File: config.mk
export PLATFORM = sky130hd
export DESIGN_NAME = iir_direct_form_filter_flat
export DESIGN_NICKNAME = d
export VERILOG_FILES = /design/src/rtl/core/iir_pkg.sv /design/src/rtl/core/iir_if.sv /design/src/rtl/core/iir_datapath.sv /design/src/rtl/core/iir_ctrl.sv /design/src/rtl/core/iir_direct_form_filter.sv /design/src/flat_wrapper.sv
export SDC_FILE = /design/constraint.sdc
export NUM_CORES = 2
export LEC_CHECK = 0
export ABC_AREA = 1
export BUFFER_PORTS_ARGS = -buffer_cell sky130_fd_sc_hd__buf_2
export CORE_MARGIN = 2
export CORE_UTILIZATION = 60
export CTS_CLUSTER_DIAMETER = 150
export DETAILED_ROUTE_END_ITERATION = 10
export PLACE_DENSITY_LB_ADDON = 0.1
export SYNTH_ARGS = -nofsm -noshare
export SYNTH_HDL_FRONTEND = slang
export SYNTH_SLANG_ARGS = --single-unit
File: constraint.sdc
create_clock -name clk -period 9.3 [get_ports clk]
set_input_delay 1.395 -clock clk [delete_from_list [all_inputs] [get_ports clk]]
set_output_delay 1.395 -clock clk [all_outputs]
set_load 0.03 [all_outputs]
File: src/rtl/core/iir_pkg.sv
package iir_pkg;
  localparam int SAMPLE_W = 16;
  localparam int COEF_W = 24;
  localparam int FRAC_BITS = 20;
  localparam int ACC_W = 48;
  localparam int NUM_W = 44;
  localparam int QUO_W = 44;

  localparam logic [1:0] KIND_STEP = 2'd0;
  localparam logic [1:0] KIND_IN_RESET = 2'd1;
  localparam logic [1:0] KIND_OUT_RESET = 2'd2;
  localparam logic [1:0] KIND_UNUSED = 2'd3;

  localparam logic [2:0] REG_ORDER = 3'd0;
  localparam logic [2:0] REG_B0 = 3'd1;
  localparam logic [2:0] REG_B1 = 3'd2;
  localparam logic [2:0] REG_B2 = 3'd3;
  localparam logic [2:0] REG_A1 = 3'd4;
  localparam logic [2:0] REG_A2 = 3'd5;

  typedef struct packed {
    logic [1:0] kind;
    logic signed [SAMPLE_W-1:0] sample;
  } in_item_t;

  typedef struct packed {
    logic signed [SAMPLE_W-1:0] out_sample;
    logic status;
  } out_item_t;

  typedef struct packed {
    logic [2:0] reg_index;
    logic [COEF_W-1:0] data;
  } cfg_item_t;

  // controller to datapath
  typedef struct packed {
    logic load;
    logic mac_clear;
    logic mac_en;
    logic mac_is_a;
    logic [1:0] tap;
    logic div_start;
    logic div_step;
    logic finish;
  } dp_cmd_t;

  typedef struct packed {
    logic sum_a_zero;
    logic sum_b_zero;
  } dp_status_t;

  function automatic logic signed [SAMPLE_W-1:0] sat16(input logic signed [ACC_W-1:0] v);
    if (v > 48'sd32767) return 16'sh7fff;
    if (v < -48'sd32768) return 16'sh8000;
    return v[SAMPLE_W-1:0];
  endfunction
endpackage

File: src/rtl/core/iir_if.sv
interface iir_in_if;
  import iir_pkg::*;
  logic valid;
  logic ready;
  in_item_t data;
  modport source (output valid, output data, input ready);
  modport sink (input valid, input data, output ready);
endinterface

interface iir_out_if;
  import iir_pkg::*;
  logic valid;
  logic ready;
  out_item_t data;
  modport source (output valid, output data, input ready);
  modport sink (input valid, input data, output ready);
endinterface

interface iir_cfg_if;
  import iir_pkg::*;
  logic valid;
  logic ready;
  cfg_item_t data;
  modport source (output valid, output data, input ready);
  modport sink (input valid, input data, output ready);
endinterface

File: src/rtl/core/iir_datapath.sv
module iir_datapath #(
  parameter int MAX_ORDER = 2
) (
  input  logic clk,
  input  logic rst,
  input  iir_pkg::cfg_item_t cfg,
  input  logic cfg_we,
  input  iir_pkg::in_item_t in_item,
  input  iir_pkg::dp_cmd_t cmd,
  output iir_pkg::dp_status_t stat,
  output logic [1:0] order_eff,
  output logic [1:0] kind,
  output iir_pkg::out_item_t result
);
  import iir_pkg::*;

  logic [1:0] filter_order;
  logic signed [COEF_W-1:0] bcoef [0:2];
  logic signed [COEF_W-1:0] acoef [1:2];
  logic signed [SAMPLE_W-1:0] uh [0:MAX_ORDER-1];
  logic signed [SAMPLE_W-1:0] yh [0:MAX_ORDER-1];
  logic signed [SAMPLE_W-1:0] x;
  logic [1:0] kind_r;
  logic signed [ACC_W-1:0] acc;
  logic signed [COEF_W+1:0] sum_b;
  logic signed [COEF_W+1:0] sum_a;
  logic signed [COEF_W-1:0] mc;
  logic signed [SAMPLE_W-1:0] ms;
  logic signed [COEF_W+SAMPLE_W-1:0] prod;
  // restoring divider on magnitudes
  logic [NUM_W-1:0] dnum;
  logic [COEF_W+1:0] dden;
  logic [COEF_W+2:0] drem;
  logic [COEF_W+2:0] dtrial;
  logic dneg;
  logic [QUO_W:0] qsig;
  logic signed [SAMPLE_W-1:0] qsat;
  logic signed [SAMPLE_W+COEF_W+1:0] dprod;
  logic signed [COEF_W+1:0] divisor;
  logic signed [COEF_W+1:0] mult;

  assign order_eff = (filter_order > 2'(MAX_ORDER)) ? 2'(MAX_ORDER) : filter_order;
  assign kind = kind_r;
  assign stat.sum_a_zero = (sum_a >= -26'sd1) && (sum_a <= 26'sd1);
  assign stat.sum_b_zero = (sum_b >= -26'sd1) && (sum_b <= 26'sd1);

  function automatic logic signed [COEF_W-1:0] bk(input logic [1:0] k);
    return (k <= 2'd2) ? bcoef[k] : '0;
  endfunction
  function automatic logic signed [COEF_W-1:0] ak(input logic [1:0] k);
    if (k == 2'd1) return acoef[1];
    if (k == 2'd2) return acoef[2];
    return '0;
  endfunction
  function automatic logic signed [SAMPLE_W-1:0] uk(input logic [1:0] k);
    logic signed [SAMPLE_W-1:0] r;
    r = '0;
    for (int i = 0; i < MAX_ORDER; i++) if (k == 2'(i + 1)) r = uh[i];
    return r;
  endfunction
  function automatic logic signed [SAMPLE_W-1:0] yk(input logic [1:0] k);
    logic signed [SAMPLE_W-1:0] r;
    r = '0;
    for (int i = 0; i < MAX_ORDER; i++) if (k == 2'(i + 1)) r = yh[i];
    return r;
  endfunction

  always_comb begin
    mc = cmd.mac_is_a ? ak(cmd.tap) : bk(cmd.tap);
    ms = (cmd.tap == 2'd0) ? x : (cmd.mac_is_a ? yk(cmd.tap) : uk(cmd.tap));
    prod = mc * ms;
    dtrial = {drem[COEF_W+1:0], dnum[NUM_W-1]} - {1'b0, dden};
    qsig = dneg ? -{1'b0, dnum} : {1'b0, dnum};
    qsat = sat16(ACC_W'($signed(qsig)));
    divisor = (kind_r == KIND_IN_RESET) ? sum_a : sum_b;
    mult = (kind_r == KIND_IN_RESET) ? sum_b : sum_a;
    dprod = x * mult;
  end

  always_ff @(posedge clk) begin
    if (rst) begin
      filter_order <= '0;
      bcoef[0] <= 24'sd1048576;
      bcoef[1] <= '0;
      bcoef[2] <= '0;
      acoef[1] <= '0;
      acoef[2] <= '0;
      for (int i = 0; i < MAX_ORDER; i++) begin
        uh[i] <= '0;
        yh[i] <= '0;
      end
    end else begin
      if (cfg_we) begin
        case (cfg.reg_index)
          REG_ORDER: filter_order <= cfg.data[1:0];
          REG_B0: bcoef[0] <= cfg.data;
          REG_B1: bcoef[1] <= cfg.data;
          REG_B2: bcoef[2] <= cfg.data;
          REG_A1: acoef[1] <= cfg.data;
          REG_A2: acoef[2] <= cfg.data;
          default: ;
        endcase
      end
      if (cmd.finish) begin
        case (kind_r)
          KIND_STEP: begin
            for (int i = MAX_ORDER - 1; i > 0; i--) begin
              uh[i] <= uh[i-1];
              yh[i] <= yh[i-1];
            end
            uh[0] <= x;
            yh[0] <= sat16(acc >>> FRAC_BITS);
          end
          KIND_IN_RESET: begin
            for (int i = 0; i < MAX_ORDER; i++) begin
              uh[i] <= stat.sum_a_zero ? '0 : x;
              yh[i] <= stat.sum_a_zero ? '0 : qsat;
            end
          end
          KIND_OUT_RESET: begin
            for (int i = 0; i < MAX_ORDER; i++) begin
              uh[i] <= (stat.sum_a_zero || stat.sum_b_zero) ? '0 : qsat;
              yh[i] <= (stat.sum_a_zero || stat.sum_b_zero) ? '0 : x;
            end
          end
          default: ;
        endcase
      end
    end
  end

  always_ff @(posedge clk) begin
    if (cmd.load) begin
      x <= in_item.sample;
      kind_r <= in_item.kind;
    end
    if (cmd.mac_clear) begin
      acc <= '0;
      sum_b <= '0;
      sum_a <= 26'sd1048576;
    end else if (cmd.mac_en) begin
      if (cmd.mac_is_a) acc <= acc - ACC_W'(prod);
      else acc <= acc + ACC_W'(prod);
      if (cmd.mac_is_a) sum_a <= sum_a + (COEF_W+2)'(mc);
      else sum_b <= sum_b + (COEF_W+2)'(mc);
    end
    if (cmd.div_start) begin
      dneg <= dprod[SAMPLE_W+COEF_W+1] ^ divisor[COEF_W+1];
      dnum <= NUM_W'(dprod[SAMPLE_W+COEF_W+1] ? -dprod : dprod);
      dden <= divisor[COEF_W+1] ? -divisor : divisor;
      drem <= '0;
    end else if (cmd.div_step) begin
      if (!dtrial[COEF_W+2]) begin
        drem <= dtrial;
        dnum <= {dnum[NUM_W-2:0], 1'b1};
      end else begin
        drem <= {drem[COEF_W+1:0], dnum[NUM_W-1]};
        dnum <= {dnum[NUM_W-2:0], 1'b0};
      end
    end
    if (cmd.finish) begin
      case (kind_r)
        KIND_STEP: begin
          result.status <= 1'b0;
          result.out_sample <= sat16(acc >>> FRAC_BITS);
        end
        KIND_IN_RESET: begin
          result.status <= 1'b0;
          result.out_sample <= stat.sum_a_zero ? '0 : qsat;
        end
        KIND_OUT_RESET: begin
          result.status <= stat.sum_a_zero || stat.sum_b_zero;
          result.out_sample <= (stat.sum_a_zero || stat.sum_b_zero) ? '0 : x;
        end
        default: begin
          result.status <= 1'b0;
          result.out_sample <= '0;
        end
      endcase
    end
  end
endmodule

File: src/rtl/core/iir_ctrl.sv
module iir_ctrl (
  input  logic clk,
  input  logic rst,
  input  logic in_valid,
  output logic in_ready,
  output logic out_valid,
  input  logic out_ready,
  input  logic [1:0] order_eff,
  input  logic [1:0] kind,
  output iir_pkg::dp_cmd_t cmd
);
  import iir_pkg::*;

  localparam logic [2:0] S_IDLE = 3'd0;
  localparam logic [2:0] S_B = 3'd1;
  localparam logic [2:0] S_A = 3'd2;
  localparam logic [2:0] S_DSTART = 3'd3;
  localparam logic [2:0] S_DIV = 3'd4;
  localparam logic [2:0] S_FIN = 3'd5;

  logic [2:0] state;
  logic [2:0] state_next;
  logic [1:0] tap;
  logic [1:0] tap_next;
  logic [5:0] cnt;
  logic [5:0] cnt_next;
  logic out_full;

  assign in_ready = (state == S_IDLE) && (!out_full || out_ready);
  assign out_valid = out_full;

  always_comb begin
    state_next = state;
    tap_next = tap;
    cnt_next = cnt;
    cmd = '0;
    cmd.tap = tap;
    case (state)
      S_IDLE: begin
        cmd.mac_clear = 1'b1;
        if (in_valid && in_ready) begin
          cmd.load = 1'b1;
          tap_next = '0;
          state_next = S_B;
        end
      end
      S_B: begin
        cmd.mac_en = 1'b1;
        if (tap == order_eff) begin
          tap_next = 2'd1;
          state_next = (order_eff == 2'd0) ? S_DSTART : S_A;
        end else tap_next = tap + 2'd1;
      end
      S_A: begin
        cmd.mac_en = 1'b1;
        cmd.mac_is_a = 1'b1;
        if (tap == order_eff) state_next = S_DSTART;
        else tap_next = tap + 2'd1;
      end
      S_DSTART: begin
        if (kind == KIND_STEP || kind == KIND_UNUSED) state_next = S_FIN;
        else begin
          cmd.div_start = 1'b1;
          cnt_next = 6'(NUM_W - 1);
          state_next = S_DIV;
        end
      end
      S_DIV: begin
        cmd.div_step = 1'b1;
        cnt_next = cnt - 6'd1;
        if (cnt == 6'd0) state_next = S_FIN;
      end
      S_FIN: begin
        cmd.finish = 1'b1;
        state_next = S_IDLE;
      end
      default: state_next = S_IDLE;
    endcase
  end

  always_ff @(posedge clk) begin
    if (rst) begin
      state <= S_IDLE;
      tap <= '0;
      cnt <= '0;
      out_full <= 1'b0;
    end else begin
      state <= state_next;
      tap <= tap_next;
      cnt <= cnt_next;
      if (cmd.finish) out_full <= 1'b1;
      else if (out_ready) out_full <= 1'b0;
    end
  end
endmodule

File: src/rtl/core/iir_direct_form_filter.sv
// Direct form I IIR filter with Q3.20 coefficients and 16-bit samples. One item is
// worked at a time: a filter step runs the b taps and then the a taps through a single
// shared multiply-accumulate and registers the result; steady-state resets also run a
// restoring divider for the DC gain ratio before the result is registered.
// Input is taken only when the previous result has been or is being taken.
// Configuration writes are accepted at any time and must be made while idle.
module iir_direct_form_filter #(
  parameter int MAX_ORDER = 2
) (
  input logic clk,
  input logic rst,
  iir_in_if.sink in_ch,
  iir_out_if.source out_ch,
  iir_cfg_if.sink cfg
);
  import iir_pkg::*;

  dp_cmd_t cmd;
  dp_status_t stat;
  logic [1:0] order_eff;
  logic [1:0] kind;

  assign cfg.ready = 1'b1;

  iir_ctrl u_ctrl (
    .clk(clk), .rst(rst),
    .in_valid(in_ch.valid), .in_ready(in_ch.ready),
    .out_valid(out_ch.valid), .out_ready(out_ch.ready),
    .order_eff(order_eff), .kind(kind), .cmd(cmd)
  );

  iir_datapath #(.MAX_ORDER(MAX_ORDER)) u_dp (
    .clk(clk), .rst(rst),
    .cfg(cfg.data), .cfg_we(cfg.valid),
    .in_item(in_ch.data), .cmd(cmd), .stat(stat),
    .order_eff(order_eff), .kind(kind), .result(out_ch.data)
  );
endmodule
File: src/flat_wrapper.sv
// flat-port wrapper written by rule: the top's interface ports become plain ports
module iir_direct_form_filter_flat import iir_pkg::*;
#(
  parameter int MAX_ORDER = 2
)
  (clk, rst, in_ch_valid, in_ch_data, in_ch_ready, out_ch_valid, out_ch_data, out_ch_ready, cfg_valid, cfg_data, cfg_ready);
  iir_in_if in_ch_i ();
  iir_out_if out_ch_i ();
  iir_cfg_if cfg_i ();
  input logic clk;
  input logic rst;
  input wire logic [$bits(in_ch_i.valid)-1:0] in_ch_valid;
  input wire logic [$bits(in_ch_i.data)-1:0] in_ch_data;
  output wire logic [$bits(in_ch_i.ready)-1:0] in_ch_ready;
  output wire logic [$bits(out_ch_i.valid)-1:0] out_ch_valid;
  output wire logic [$bits(out_ch_i.data)-1:0] out_ch_data;
  input wire logic [$bits(out_ch_i.ready)-1:0] out_ch_ready;
  input wire logic [$bits(cfg_i.valid)-1:0] cfg_valid;
  input wire logic [$bits(cfg_i.data)-1:0] cfg_data;
  output wire logic [$bits(cfg_i.ready)-1:0] cfg_ready;
  assign in_ch_i.valid = in_ch_valid;
  assign in_ch_i.data = in_ch_data;
  assign in_ch_ready = in_ch_i.ready;
  assign out_ch_valid = out_ch_i.valid;
  assign out_ch_data = out_ch_i.data;
  assign out_ch_i.ready = out_ch_ready;
  assign cfg_i.valid = cfg_valid;
  assign cfg_i.data = cfg_data;
  assign cfg_ready = cfg_i.ready;
  iir_direct_form_filter #(.MAX_ORDER(MAX_ORDER)) u_core (.clk(clk), .rst(rst), .in_ch(in_ch_i), .out_ch(out_ch_i), .cfg(cfg_i));
endmodule
==> impl_metrics.csv <==
group,metric,value,unit
run_status,violations,"setup timing",
setup_path,worst_r2r_endpoint,"u_core.u_dp.acc[47]",
setup_path,regToRegSetupSlack,-40,ps
sta,timing.fmax,107,MHz
yosys,netlist_instances,8286,
die,io_pins,70,
die,die_h,323,microns
setup_path,crit_required,9860,ps
yosys,synth_flop_cell,"edfxtp_1",
cts,cts_buffers,50,
yosys,synth_area,0.0611,sq mm
cts,ctsHtreeMaxLevel,2,
job,max_cap_violations,0,
run_status,outcome,"finished, violations left",
final_layout,multi_input_area,0.0453,sq mm
final_layout,syn_to_final_growth,22.2,%
sta,worstMarginPinSlew,1350,ps
final_layout,final_nets,10200,
worst_hold_path,holdPathEnd,"u_core.u_dp.drem[12]",
placement,dp.cells,10200,
yosys,yosysMostFrequentCell,"nand2_1",
sta,final-setup-viol-count,4,
final_layout,drive_above_1_share,0.190,
global_routing,grt_pass1_wl,332,mm
sta,rsz0062_at_grt,"true",
sta,finalHoldViolations,0,
yosys,synth_top_area_frac,0.256,
setup_path,cp-end-kind,"register",
placement,hpwl,174,mm
die,fp.dieW,323,microns
detailed_routing,num_vias,60300,
cts,clk_pin_slew,60,ps
yosys,ys_types,68,
setup_path,arrival,9910,ps
setup_path,cp_max_fo,11,
final_layout,final_cells,10400,
setup_path,critPathSlowestCell,"fa_2",
die,die_area,0.104,sq mm
detailed_routing,final_antenna_net_count,0,
worst_hold_path,hold_depth,2,
worst_hold_path,min_from,"u_core.u_dp.drem[12]",
final_layout,fillers,7864,
detailed_routing,dr.first_iter.drc_count,7463,
yosys,synth_area_leaders,"fa_1, edfxtp_1, nand2_1",
sta,fin_crit,9340,ps
global_routing,gr-total-overflow,0,
detailed_routing,viasPerCell,5.78,
sta,fin_worst_skew,62.3,ps
detailed_routing,wl_per_cell,21.3,microns
detailed_routing,wl,223,mm
die,initial_core_util,0.602,
sta,setup_slack,-43.2,ps
final_layout,seq_area,0.0116,sq mm
setup_path,r2r_cells,52,
yosys,syn_avg_cell_area,7.37,sq um
detailed_routing,dr.pass1.iters,9,
setup_path,critPathKind,"reg -> reg",
worst_hold_path,worstHoldPathType,"reg -> reg",
cts,cts_root_buffer,"clkbuf_16",
yosys,synth.yosys.seq_area_share,0.189,
cts,cts_tree,"done",
yosys,synth_edf_count,290,
global_routing,use_met1,0.572,
global_routing,grt_pass1_vias,58100,
die,core_area,0.101,sq mm
cts,clk_path_buf_depth,3,
global_routing,grtUsageMet3,0.138,
yosys,synth_top_area_cell,"fa_1",
global_routing,grt_max_degree,72,
setup_path,crit_top_cell,"nand2_1",
cts,clkSinkCount,432,
setup_path,slowest_delay,620,ps
setup_path,critPathLaunchType,"register",
setup_path,timing.rr.start,"u_core.u_ctrl.tap[1]",
die,num_rows,117,
global_routing,use_met2,0.616,
global_routing,track_usage,0.418,
yosys,ys_seq_elements,432,
detailed_routing,drc,0,
placement,portBuffers,68,
global_routing,grt-busiest-layer,"met2",
sta,period_share,1.00,
sta,slew_viol_final,0,
global_routing,antenna_found_initial,7,
sta,relSlewSlack,0.0990,
yosys,async_flop_share,0,
yosys,yosys-top-cells-count,"nand2_1, inv_1, nor2_1",
yosys,yosysWarnings,0,
placement,gp_congestion,1.03,
cts,clk-insertion-delay-late,670,ps
yosys,syn_nets,9453,
## registers in the layout, summed over array words and instances (netlist names), 2 cells and up, named ones only
name / cells
u_core.u_ctrl.cnt: 6
u_core.u_ctrl.state: 3
u_core.u_ctrl.tap: 2
u_core.u_dp.acc: 48
u_core.u_dp.acoef: 48
u_core.u_dp.bcoef: 72
u_core.u_dp.dden: 26
u_core.u_dp.dnum: 44
u_core.u_dp.drem: 26
u_core.u_dp.filter_order: 2
u_core.u_dp.kind: 2
u_core.u_dp.result: 17
u_core.u_dp.sum_a: 26
u_core.u_dp.sum_b: 26
u_core.u_dp.uh: 32
u_core.u_dp.x: 16
u_core.u_dp.yh: 32
## cell type report
type | count | share of cell area
multi-input cells | 5943 | 0.606
flip-flops and latches | 432 | 0.155
repair buffers | 944 | 0.108
inverters | 1653 | 0.0840
well taps | 1368 | 0.0229
clock buffers | 60 | 0.0175
clock inverters | 33 | 0.00620
diodes | 4 | 0.000134
## cell families after synthesis
family	Yosys count	share of synthesized area
simple gates	3593	0.241
buf+inv	1911	0.119
fa+ha+maj	1117	0.325
compound gates	993	0.0918
flops	432	0.189
xor+xnor	239	0.0346
other cells	1	0.0000614
## cells in the final DEF, fill, tap and decap left out, types with 145 or more instances in the layout
cell type  Yosys  routed
nand3_1      304     284
fa_1         780     747
nand2_1     2104    1963
ha_1         337     284
edfxtp_1     290     290
nand2_2       24     145
inv_1       1623    1568
o21ai_0      380     318
buf_4          2     758
nor2_1       889     756
a21oi_1      362     298
## worst max path at each step
stage / startpoint / end / slack, ps
6_report: u_core.u_ctrl.tap[1] / u_core.u_dp.acc[47] / -40
5_1_grt: u_core.u_ctrl.tap[1] / u_core.u_dp.acc[47] / -390
4_1_cts: u_core.u_ctrl.tap[1] / u_core.u_dp.acc[35] / -20
3_5_place_dp: u_core.u_ctrl.tap[0] / u_core.u_dp.acc[35] / -550
3_3_place_gp: u_core.u_ctrl.tap[1] / u_core.u_dp.acc[47] / -440
2_1_floorplan: u_core.u_ctrl.tap[0] / u_core.u_dp.acc[41] / 40
## worst max-delay path, delay by kind of cell (launching register included)
family,cells,cell delay [ps]
fa+ha+maj,9,4020
simple gates,24,2570
buf+inv,14,1580
compound gates,5,660
flops,1,370
## routing by layer
metal / wire length [microns] / up-vias
met5: 310 / -
met4: 11100 / 12
met3: 30100 / 762
met2: 94000 / 3549
met1: 87200 / 28800
li1: - / 27100
## repair_timing
action	CTS	global route
resized for setup	272	578
setup endpoints to repair	28	35
hold buffers	0	0
gates cloned	2	1
setup buffers	41	93
pin swaps	82	307
## metrics by stage
stage               setup WS [ps]  setup TNS [ps]  cell area (sq um)  utilization  hold slack [ps]
floorplan                    39.9               0              61100            -              445
global placement             -442           -6860              68400        0.674              458
detailed placement           -552          -10190              68400        0.674              464
CTS                         -20.1           -37.0              71600        0.706              475
global route                 -393           -6120              74700        0.736              492
finish                      -43.2            -136              74700        0.736              474
Power is not shown: default switching activity piles up to over one toggle a cycle in this logic, so the estimate is an artifact.
